[src/rtl/mcts_pkg.sv]
// Package for the multi-channel task tick scheduler.
// Holds request kinds, channel roles, reset values and the channel control struct.
// No dependencies.
package mcts_pkg;

    localparam int MAX_CHANNELS   = 8;
    localparam int DEF_CHANNELS   = 8;
    localparam int DEF_COUNT_BITS = 16;
    localparam int SLOT_BITS      = 16;
    localparam int GROUP_SLOTS    = 4;

    localparam logic [63:0] PERIODS_LO_RESET = 64'd140739635904515000;
    localparam logic [63:0] PERIODS_HI_RESET = 64'd2814775537303552500;
    localparam logic [15:0] ROLES_RESET      = 16'd5344;

    typedef enum logic [1:0] {
        KIND_TICK    = 2'd0,
        KIND_ACK     = 2'd1,
        KIND_RESTART = 2'd2,
        KIND_NONE    = 2'd3
    } t_kind;

    typedef enum logic [1:0] {
        ROLE_PERIODIC    = 2'd0,
        ROLE_TIMEOUT     = 2'd1,
        ROLE_ANY_ALARM   = 2'd2,
        ROLE_BOTH_ALARMS = 2'd3
    } t_role;

    typedef enum logic [1:0] {
        CFG_PERIODS_LO = 2'd0,
        CFG_PERIODS_HI = 2'd1,
        CFG_ROLES      = 2'd2,
        CFG_UNUSED     = 2'd3
    } t_cfg_idx;

    typedef struct packed {
        logic  en;
        t_kind kind;
        logic  gate_any;
        logic  gate_both;
    } t_chan_ctrl;

endpackage

[src/rtl/mcts_channel.sv]
// One countdown channel of the task tick scheduler: counter and pending flag.
// Depends on mcts_pkg for request kinds, roles and the control struct.
module mcts_channel
    import mcts_pkg::*;
#(
    parameter int COUNT_BITS = DEF_COUNT_BITS
) (
    input  logic                  i_clk,
    input  logic                  i_rst_n,
    input  t_chan_ctrl            i_ctrl,
    input  logic                  i_ack,
    input  logic                  i_alive,
    input  logic [COUNT_BITS-1:0] i_period,
    input  logic [1:0]            i_role,
    output logic                  o_pending,
    output logic                  o_expired
);

    logic [COUNT_BITS-1:0] r_cnt;
    logic [COUNT_BITS-1:0] n_cnt;
    logic                  r_pend;
    logic                  n_pend;
    logic [COUNT_BITS-1:0] w_after;
    logic                  w_hit;
    logic                  w_gate;
    t_role                 w_role;

    always_comb begin
        w_role  = t_role'(i_role);
        w_after = (w_role == ROLE_TIMEOUT && i_alive) ? i_period : r_cnt - COUNT_BITS'(1);
        w_hit   = (r_cnt != '0) && (w_after == '0);
        unique case (w_role)
            ROLE_ANY_ALARM:   w_gate = i_ctrl.gate_any;
            ROLE_BOTH_ALARMS: w_gate = i_ctrl.gate_both;
            default:          w_gate = 1'b1;
        endcase

        n_cnt     = r_cnt;
        n_pend    = r_pend;
        o_expired = 1'b0;
        unique case (i_ctrl.kind)
            KIND_TICK: begin
                if (r_cnt != '0) begin
                    n_cnt = w_hit ? i_period : w_after;
                end
                if (w_hit) begin
                    n_pend    = w_gate;
                    o_expired = 1'b1;
                end
            end
            KIND_ACK: begin
                if (i_ack) begin
                    n_pend = 1'b0;
                end
            end
            KIND_RESTART: begin
                n_cnt  = i_period;
                n_pend = 1'b0;
            end
            KIND_NONE: begin
                n_cnt = r_cnt;
            end
        endcase
        o_pending = n_pend;
    end

    always_ff @(posedge i_clk) begin
        if (!i_rst_n) begin
            r_cnt  <= '0;
            r_pend <= 1'b0;
        end else if (i_ctrl.en) begin
            r_cnt  <= n_cnt;
            r_pend <= n_pend;
        end
    end

endmodule

[src/rtl/multi_channel_task_tick_scheduler.sv]
// Top level of the multi-channel task tick scheduler: request register,
// configuration registers, channel array and result register.
// Depends on mcts_pkg and mcts_channel.
// A request is captured in the request register; its result is then registered in the result register.
// Throughput: one request per cycle unless the result side stalls; all channels update in parallel in that step.
// Reset: synchronous, active low; counters idle at zero, flags clear, configuration registers at defaults.
module multi_channel_task_tick_scheduler
    import mcts_pkg::*;
#(
    parameter int CHANNELS   = DEF_CHANNELS,
    parameter int COUNT_BITS = DEF_COUNT_BITS
) (
    input  logic        i_clk,
    input  logic        i_rst_n,
    input  logic        i_valid,
    output logic        o_ready,
    input  logic [1:0]  i_kind,
    input  logic [7:0]  i_ack_mask,
    input  logic [7:0]  i_alive_mask,
    input  logic        i_noise_alarm,
    input  logic        i_dust_alarm,
    input  logic        i_alarm_muted,
    output logic        o_valid,
    input  logic        i_ready,
    output logic [7:0]  o_pending_mask,
    output logic [7:0]  o_expired_mask,
    input  logic        i_cfg_we,
    input  logic [1:0]  i_cfg_idx,
    input  logic [63:0] i_cfg_data
);

    logic        r_in_vld;
    logic [1:0]  r_kind;
    logic [7:0]  r_ack;
    logic [7:0]  r_alive;
    logic        r_noise;
    logic        r_dust;
    logic        r_muted;
    logic        r_out_vld;
    logic [7:0]  r_pend_out;
    logic [7:0]  r_exp_out;
    logic [63:0] r_per_lo;
    logic [63:0] r_per_hi;
    logic [15:0] r_roles;
    logic        w_adv;
    t_chan_ctrl  w_ctrl;
    logic [MAX_CHANNELS-1:0] w_pend;
    logic [MAX_CHANNELS-1:0] w_exp;

    assign w_adv   = r_in_vld && (!r_out_vld || i_ready);
    assign o_ready = !r_in_vld || w_adv;

    assign w_ctrl.en        = w_adv;
    assign w_ctrl.kind      = t_kind'(r_kind);
    assign w_ctrl.gate_any  = (r_noise || r_dust) && !r_muted;
    assign w_ctrl.gate_both = (r_noise && r_dust) && !r_muted;

    always_ff @(posedge i_clk) begin
        if (!i_rst_n) begin
            r_per_lo <= PERIODS_LO_RESET;
            r_per_hi <= PERIODS_HI_RESET;
            r_roles  <= ROLES_RESET;
        end else if (i_cfg_we) begin
            unique case (t_cfg_idx'(i_cfg_idx))
                CFG_PERIODS_LO: r_per_lo <= i_cfg_data;
                CFG_PERIODS_HI: r_per_hi <= i_cfg_data;
                CFG_ROLES:      r_roles  <= i_cfg_data[15:0];
                CFG_UNUSED:     r_roles  <= r_roles;
            endcase
        end
    end

    always_ff @(posedge i_clk) begin
        if (!i_rst_n) begin
            r_in_vld <= 1'b0;
        end else if (o_ready) begin
            r_in_vld <= i_valid;
        end
    end

    always_ff @(posedge i_clk) begin
        if (i_valid && o_ready) begin
            r_kind  <= i_kind;
            r_ack   <= i_ack_mask;
            r_alive <= i_alive_mask;
            r_noise <= i_noise_alarm;
            r_dust  <= i_dust_alarm;
            r_muted <= i_alarm_muted;
        end
    end

    for (genvar g = 0; g < MAX_CHANNELS; g++) begin : g_ch
        if (g < CHANNELS) begin : g_on
            localparam int Slot = SLOT_BITS * (g % GROUP_SLOTS);
            logic [COUNT_BITS-1:0] w_period;

            assign w_period = (g < GROUP_SLOTS) ? r_per_lo[Slot +: COUNT_BITS]
                                                : r_per_hi[Slot +: COUNT_BITS];

            mcts_channel #(
                .COUNT_BITS (COUNT_BITS)
            ) u_channel (
                .i_clk     (i_clk),
                .i_rst_n   (i_rst_n),
                .i_ctrl    (w_ctrl),
                .i_ack     (r_ack[g]),
                .i_alive   (r_alive[g]),
                .i_period  (w_period),
                .i_role    (r_roles[2*g +: 2]),
                .o_pending (w_pend[g]),
                .o_expired (w_exp[g])
            );
        end else begin : g_off
            assign w_pend[g] = 1'b0;
            assign w_exp[g]  = 1'b0;
        end
    end

    always_ff @(posedge i_clk) begin
        if (!i_rst_n) begin
            r_out_vld <= 1'b0;
        end else if (w_adv) begin
            r_out_vld <= 1'b1;
        end else if (i_ready) begin
            r_out_vld <= 1'b0;
        end
    end

    always_ff @(posedge i_clk) begin
        if (w_adv) begin
            r_pend_out <= w_pend;
            r_exp_out  <= w_exp;
        end
    end

    assign o_valid        = r_out_vld;
    assign o_pending_mask = r_pend_out;
    assign o_expired_mask = r_exp_out;

endmodule

[config.mk]
export PLATFORM = sky130hd
export DESIGN_NAME = multi_channel_task_tick_scheduler
export DESIGN_NICKNAME = d
export VERILOG_FILES = /design/src/rtl/mcts_pkg.sv /design/src/rtl/mcts_channel.sv /design/src/rtl/multi_channel_task_tick_scheduler.sv
export SDC_FILE = /design/constraint.sdc
export NUM_CORES = 1
export LEC_CHECK = 0
export ABC_AREA = 0
export ABC_CLOCK_PERIOD_IN_PS = 4100
export BUFFER_PORTS_ARGS = -buffer_cell sky130_fd_sc_hd__buf_4
export CAP_MARGIN = 20
export CORE_MARGIN = 2
export CORE_UTILIZATION = 49
export DETAILED_ROUTE_END_ITERATION = 16
export PLACE_DENSITY = 0.71
export SETUP_SLACK_MARGIN = 0.3
export SLEW_MARGIN = 40
export SYNTH_ARGS = -nofsm -noshare
export SYNTH_HDL_FRONTEND = slang
export SYNTH_SLANG_ARGS = --single-unit
[constraint.sdc]
create_clock -name i_clk -period 4.1 [get_ports i_clk]
set_input_delay 0.41 -clock i_clk [delete_from_list [all_inputs] [get_ports i_clk]]
set_output_delay 0.41 -clock i_clk [all_outputs]
set_load 0.01 [all_outputs]
; After elaboration in Yosys (flattened, before gate mapping)
; Index checks and enable logic that the tools add are counted.
[classes]
add_sub_neg = 8
eq_ne = 36
n_mux = 74
n_reduce_logical = 58
[ops]
columns = op, count
row1 = 16-bit 2-to-1 mux, 24
row2 = 16-bit case mux with 2 select lines, 8
row3 = 16-bit logical NOT, 8
row4 = 16-bit nonzero test, 8
row5 = 16-bit by 1-bit subtractor with 16-bit output (second input constant), 8
row6 = 2-bit == test (second input constant), 18
row7 = 1-bit 2-to-1 mux, 26
row8 = 1-bit case mux with 3 select lines, 8
row9 = 3-bit AND reduction, 8
row10 = 1-bit logical AND, 21
row11 = 2-bit by 1-bit == test with 1-bit output (second input constant), 10
row12 = 2-bit by 1-bit != test with 1-bit output (second input constant), 8
row13 = 1-bit case mux with 2 select lines, 8
row14 = 2-bit AND reduction, 3
row15 = 2-bit logical NOT, 2
row16 = 2-bit nonzero test, 2
row17 = 1-bit logical NOT, 3
row18 = 1-bit logical OR, 3
[totals]
reg_bits = 319
in_bits = 92
elab_cells = 205

; Depth between registers and ports, before layout
; Gate-level depths: netlist of the first run.
[depth]
ltp_word = 8
mapped_depth = 14
depth_no_buf = 11

; Modules after synthesis
; A second synthesis of the first run with hierarchy kept.
[hier_totals]
hier_cells = 2138
hier_area_um2 = 18365.1
[modules_own_cells]
columns = module, n_inst, cells_each, area_each_um2, seq_area_each_um2
row1 = mcts_channel, 8, 189, 1427.6, 340.3
row2 = multi_channel_task_tick_scheduler, 1, 626, 6944.2, 4033.9

; Least setup slack after synthesis of the first run
; OpenSTA, ideal clock, no wires.
[synth_path]
kind = register -> register
startpoint = register g_ch[4].g_on.u_channel.r_cnt[2]
endpoint = register g_ch[4].g_on.u_channel.r_cnt[4]
t_arrival_ns = 3.421
slack_ns = 0.549
stages_incl_launch_ff = 13
n_path_buf = 3
path_cell_list = dfxtp_1 -> or4_1 -> buf_2 -> o31ai_2 -> a31oi_1 -> or4_1 -> or4b_1 -> or4_1 -> buf_6 -> nand2_4 -> buf_8 -> mux2i_1 -> a21oi_1
[synth_via]
elab_chain_cells = 7
[synth_lines]
columns = element, line_no
row1 = "start, declared", mcts_channel.sv:19  ; logic [COUNT_BITS-1:0] r_cnt;
row2 = "start signal, assigned", mcts_channel.sv:72  ; r_cnt <= n_cnt;
row3 = 16-bit by 1-bit subtractor with 16-bit output, mcts_channel.sv:30  ; w_after = (w_role == ROLE_TIMEOUT && i_alive) ? i_period : r_cnt - COUNT_BITS'(1);
row4 = 16-bit 2-to-1 mux, mcts_channel.sv:30
row5 = 16-bit logical NOT, mcts_channel.sv:31  ; w_hit = (r_cnt != '0) && (w_after == '0);
row6 = 1-bit logical AND, mcts_channel.sv:31
row7 = 16-bit 2-to-1 mux, mcts_channel.sv:44  ; n_cnt = w_hit ? i_period : w_after;
row8 = 16-bit 2-to-1 mux, mcts_channel.sv:43  ; if (r_cnt != '0) begin
row9 = 16-bit case mux with 2 select lines, mcts_channel.sv:41  ; unique case (i_ctrl.kind)
; Parallel ways exist; a longest one is shown, timed or not. The select of a mux whose other input is x is not followed.
; A chain may end at the register's enable or synchronous reset.

; Final worst setup path of the first run
[layout_path]
startpoint = register g_ch[4].g_on.u_channel.r_cnt[2]
endpoint = register g_ch[4].g_on.u_channel.r_cnt[1]
; The elaborated chain is that of the path after synthesis.

==> run metrics, run 1 <==
Mapped Area=16720 µm²; Gate Count Post-Synth=2169; required time worst endpoint=4510 ps; Yosys top cell by area=dfxtp_1; total core area=33530 µm²; Pre-antenna DRT Iters=6; DRT Wirelength=51240 µm; DRC errors left=0; Root Buffer=clkbuf_16; most frequent cells in the layout=420 x nand2_1, 281 x dfxtp_1, 182 x a21oi_1; Leak=0.007500 µW; Die Y=188.7 µm; worst rel slew slack=43.95%; Period Utilization, post-route=89.17%; initial antenna violation count=0; Worst Skew=13.10 ps; Hold Crit Class=input pin to flip-flop; FMAX=0.2735 GHz; share of the synthesized area in the top cell type=33.77%; prevailing post-synth register cell=dfxtp_1; DRT iter0 DRCs=1428; I/O Buffers=109; CTS sink cnt=319; CTS tree=built; GRT overflow=0; Final ANT Viol Nets=0; GPL Wtd Cong=0.9334; critical path peak fanout=7; Num CTS Buffers=38; Avg WL per Cell=19.02 µm; WP data arrival=4070 ps; peak supply drop=0.3106 mV; Clock Path Buffers=3; crit start category=flip-flop; count of flip-flops with a built-in enable after synthesis=37; commonest non-fill, non-tap cell in the layout=nand2_1; r2r setup slk=440 ps; clock network latency to the later pin of the worst-skew pair=530 ps; Cell variety after synth=75; Synth area leaders=dfxtp_1 34%, nand2_1 9.5%, edfxtp_1 6.6%; area grow syn2layout=15.94%; max cap viols=0; Std-Cell Rows=67; outcome=finished clean; io pins=110; Cell Pwr Density=462.7 nW/µm²; Worst-Margin Slew=837.7 ps; sequential area share after synthesis=40.42%; Worst-path clk slew=60 ps; initial core utilization=49.85%; syn avg cell area=7.707 µm²; Tmin final=3656 ps; Placed Area=17930 µm²; asr flop ratio synth=0%; via count=16723; post-route cell area=19380 µm²; Final Util=57.80%; vias in the first global route=15518; Fin. Hold Viols=0; Setup violations, final=0; largest net degree at the start of global routing=189; DIE WIDTH=188.7 µm; max-slew violations=0; vias per inst=6.207; Worst Setup End Kind=flip-flop; RSZ-0062 raised after global routing=no; first-pass GRT wire length=81350 µm; kind of critical path=flip-flop to flip-flop; Tot GR Track Use=27.90%; die area=35610 µm²; syn_nets=2269; Final HPWL DP=34710 µm; Final nets=2318; synthesis-stage register bit count=319; setup_tns=0 ps; ant diodes=0; Synth warnings=0; layout cells sized above 1=12.29%; H-tree levels=2
## synthesized netlist by cell type (10+ instances only)
cell	number
nor4_1	48
or4_1	39
nand4b_1	11
clkbuf_1	143
o211ai_1	17
edfxtp_1	37
a21oi_1	183
nand3b_1	15
nand3_1	124
nor3b_1	11
dfxtp_1	282
nand2b_1	11
nand2_1	425
or3_1	23
a211oi_1	11
o31ai_1	10
a31oi_1	43
nand4_1	38
a221oi_1	31
mux2i_1	33
nor2_1	144
o21a_1	13
inv_1	35
xor2_1	34
xnor2_1	44
o21ai_0	154
nor3_1	55
## layout make-up
| cell class | instances | area, µm² |
|---|---|---|
| repair buffers | 161 | 1261 |
| inverters | 36 | 137.6 |
| flip-flops and latches | 319 | 6758 |
| fillers | 3102 | 14150 |
| clock buffers | 49 | 1086 |
| multi-input cells | 1662 | 9324 |
| well taps | 448 | 560.5 |
| clock inverters | 19 | 255.2 |
## power breakdown
group,total (µW),leakage (µW),switching [µW],internal [µW]
logic,1830,0.00417,1080,752
registers,3510,0.00266,190,3320
clock network,3620,0.000666,1370,2250
total,8970,0.00750,2640,6330
## state kept, by name, indices dropped and copies added, names as in the netlist, 2 cells and up
register / flops
g_ch.g_on.u_channel.r_cnt: 128
r_per_hi: 64
r_per_lo: 64
r_roles: 16
g_ch.g_on.u_channel.r_pend: 8
o_expired_mask: 8
o_pending_mask: 8
r_ack: 8
r_alive: 8
r_kind: 2
## worst max-delay path, cell delays in order, from the launching register on
cell	delay [ps]
dfxtp_1	380
or4_4	610
o31ai_2	230
a31oi_1	120
or4_1	530
or4b_1	530
or4_4	630
nand2_2	150
nor4_1	70
a311o_1	290
## cell families after synthesis
logic type	share of synthesized area, %
AND/OR/NAND/NOR	28.97
AO/OA/AOI/OAI	19.50
flip-flops	40.42
buffers and inverters	4.378
XOR/XNOR	4.087
multiplexers	2.043
adder cells (fa/ha/maj)	0.5988
## path summary, 6_finish.rpt
path / startpoint / endpoint / cells past startpoint
hold / removal: i_alive_mask[4] / r_alive[4] / 1
setup / recovery: g_ch[4].g_on.u_channel.r_cnt[2] / g_ch[4].g_on.u_channel.r_cnt[1] / 9
setup reg to reg: g_ch[4].g_on.u_channel.r_cnt[2] / g_ch[4].g_on.u_channel.r_cnt[1] / 9
hold reg to reg: r_per_hi[53] / r_per_hi[53] / 2
## what timing repair did
action	CTS	global route
pin swaps	0	2
resized for setup	2	18
endpoints found under the setup margin	7	43
cloned	0	0
hold buffers	0	0
setup buffers	0	0
## layer usage
| metal | vias to the layer above | GRT usage, % | part of all wire [%] |
|---|---|---|---|
| li1 | 7955 | - | - |
| met1 | 7930 | 36.40 | 42 |
| met2 | 705 | 46.93 | 47 |
| met3 | 133 | 3.315 | 6.7 |
| met4 | 0 | 11.42 | 4.0 |
| met5 | - | 0 | 0 |
## through the flow
stage                     std cells  hold WS (ps)  power (µW)  worst slack (ps)
after global placement         2624         458.8        5300             329.1
after CTS                      2692         49.13        8948             344.3
after detailed placement       2624         466.3        5341             256.7
after global routing           2694         52.20        9355             294.0
final                          2694         56.74        8969             444.1
after floorplan                2169         439.2        4837             549.2
No activity file was read; power rests on OpenSTA's default activity.
==> inputs of run 2 (changes only) <==
- CORE_MARGIN: 2 -> 3
- CORE_UTILIZATION: 49 -> 50
- PLACE_DENSITY: 0.71 -> 0.72
==> run 2 against run 1 <==
  * Global-route usage is 0.15 points lower
  * Setup slack improved by 32 ps
  * Total power decreased by 6.2%
  * Routed wire length down 0.77%
  * Via count decreased by 0.45%
  * Die area grew 0.15%
  * Utilization is 0.48 points higher
  * Critical path type unchanged
  * Largest cell class unchanged
==> run metrics, run 2 (synthesis results as in run 1) <==
Regs by FF count=g_ch.g_on.u_channel.r_cnt (128), r_per_hi (64), r_per_lo (64); DIE WIDTH=188.9 µm; die area=35660 µm²; Hold Crit Class=input pin to flip-flop; setup_tns=0 ps; kind of critical path=flip-flop to flip-flop; worst setup path startpoint=g_ch[7].g_on.u_channel.r_cnt[0]; area grow syn2layout=14.29%; Root Buffer=clkbuf_16; critical path peak fanout=13; Cell Pwr Density=440.5 nW/µm²; max reg flops=128; initial core utilization=50.99%; commonest non-fill, non-tap cell in the layout=nand2_1; Comb pwr share=21.6%; Num CTS Buffers=35; Clock Path Buffers=3; Final ANT Viol Nets=0; vias in the first global route=15660; r2r setup slk=480 ps; crit start category=flip-flop; WHS Endpoint=r_kind[1]; Sw Share=29.95%; Die Y=188.9 µm; DRT Wirelength=50850 µm; worst min-delay path startpoint=i_kind[1]; post-route non-filler standard cell count=2675; initial antenna violation count=0; io pins=110; clock network latency to the later pin of the worst-skew pair=520 ps; first-pass GRT wire length=82000 µm; Final HPWL DP=35100 µm; I/O Buffers=109; Final nets=2308; placed cell count=2613; RSZ-0062 raised after global routing=no; peak supply drop=0.3285 mV; WP data arrival=4000 ps; max-slew violations=0; Net Switching=2521 µW; vias per inst=6.224; Tmin final=3624 ps; Period Utilization, post-route=88.39%; Std-Cell Rows=66; CTS Hold Buffers Added=0; internal power=5895 µW; DRT iter0 DRCs=1501; Avg WL per Cell=19.01 µm; Reg2Reg Depth=11; Worst Skew=20.69 ps; Hold Path Cell Cnt=1; largest net degree at the start of global routing=189; ant diodes=0; Worst Setup End Kind=flip-flop; GPL Wtd Cong=0.9124; via count=16648; clock power share=36.7%; Fin. Hold Viols=0; Leak=0.007354 µW; total core area=32780 µm²; layout cells sized above 1=11.37%; FF+latch area=6756 µm²; CTS sink cnt=319; Filler cells=3024; Top reg by flops=g_ch.g_on.u_channel.r_cnt; Tot GR Track Use=27.75%; H-tree levels=2; DRC errors left=0; RR Startpoint=g_ch[7].g_on.u_channel.r_cnt[0]; Worst-Margin Slew=866.0 ps; max cap viols=0; GRT overflow=0; area of the multi-input gates=9323 µm²; RR Endpoint=g_ch[7].g_on.u_channel.r_cnt[1]; FMAX=0.2759 GHz; Pre-antenna DRT Iters=6; Worst-path clk slew=60 ps; post-CTS setup buffers=0; CTS tree=built; most frequent cells in the layout=421 x nand2_1, 282 x dfxtp_1, 182 x a21oi_1; Setup violations, final=0; required time worst endpoint=4480 ps; outcome=finished clean; worst rel slew slack=42.27%; Flop pwr share=41.7%
## run 2: cell types whose count changed in the layout (fill, tap and decap cells not counted), moves of 3 or more
cell	change
clkbuf_16	-4
clkbuf_1	+3
clkbuf_8	+7
buf_4	-6
clkinv_2	-5
bufinv_16	-6
## run 2: power by group through the flow
stage / clock, µW / sequential (µW) / combinational, µW
final: 3090 / 3510 / 1810
after floorplan: 0 / 3500 / 1340
after global placement: 0 / 3560 / 1740
after global routing: 3260 / 3530 / 2030
after CTS: 3150 / 3500 / 1780
after detailed placement: 0 / 3570 / 1770
## run 2: timing repair
| item | in CTS | in global routing |
|---|---|---|
| endpoints found under the setup margin | 7 | 39 |
| pin swaps | 0 | 0 |
| gates resized for setup | 2 | 12 |
## run 2: worst max-delay path by stage
stage | endpoint | slack [ps] | cells after the start
after floorplan | g_ch[4].g_on.u_channel.r_cnt[4] | 550 | 12
after global placement | g_ch[4].g_on.u_channel.r_cnt[2] | 330 | 9
after detailed placement | g_ch[6].g_on.u_channel.r_cnt[9] | 260 | 11
after CTS | g_ch[0].g_on.u_channel.r_cnt[2] | 320 | 9
after global routing | g_ch[2].g_on.u_channel.r_cnt[0] | 300 | 11
final | g_ch[7].g_on.u_channel.r_cnt[1] | 480 | 11
## run 2: area by class of cell
type / instances / share of cell area (%)
clock inverters: 7 / 0.1899
flip-flops and latches: 319 / 35.36
well taps: 442 / 2.895
clock buffers: 55 / 5.724
repair buffers: 154 / 6.313
inverters: 36 / 0.7204
multi-input cells: 1662 / 48.80
## run 2: layer usage
| layer | up-vias | global-route usage (%) | wire, µm |
|---|---|---|---|
| met5 | - | 0 | 0 |
| li1 | 7951 | - | - |
| met4 | 0 | 9.596 | 1715 |
| met1 | 7982 | 36.79 | 21740 |
| met3 | 106 | 3.351 | 3058 |
| met2 | 609 | 47.08 | 24340 |
## run 2: metrics by stage
stage	hold slack [ps]	total power (µW)	utilization, %	cell area, µm²	setup slack (ps)
after floorplan	439.2	4837	-	16720	549.2
after global placement	457.8	5306	54.59	17900	326.5
after detailed placement	466.2	5340	54.63	17910	255.7
after CTS	50.49	8431	58.09	19050	318.8
after global routing	53.52	8819	58.28	19110	301.4
final	65.73	8416	58.28	19110	476.0
## run 2: worst max-delay path: stages (launching register included)
cell and delay (ps):
dfxtp_1 360, inv_1 130, ha_1 280, nor4b_1 510
nand4b_1 370, o311ai_0 400, nand3_1 150, nor3_1 360
a31o_2 420, nor2_1 170, o221ai_1 240, a21oi_1 80
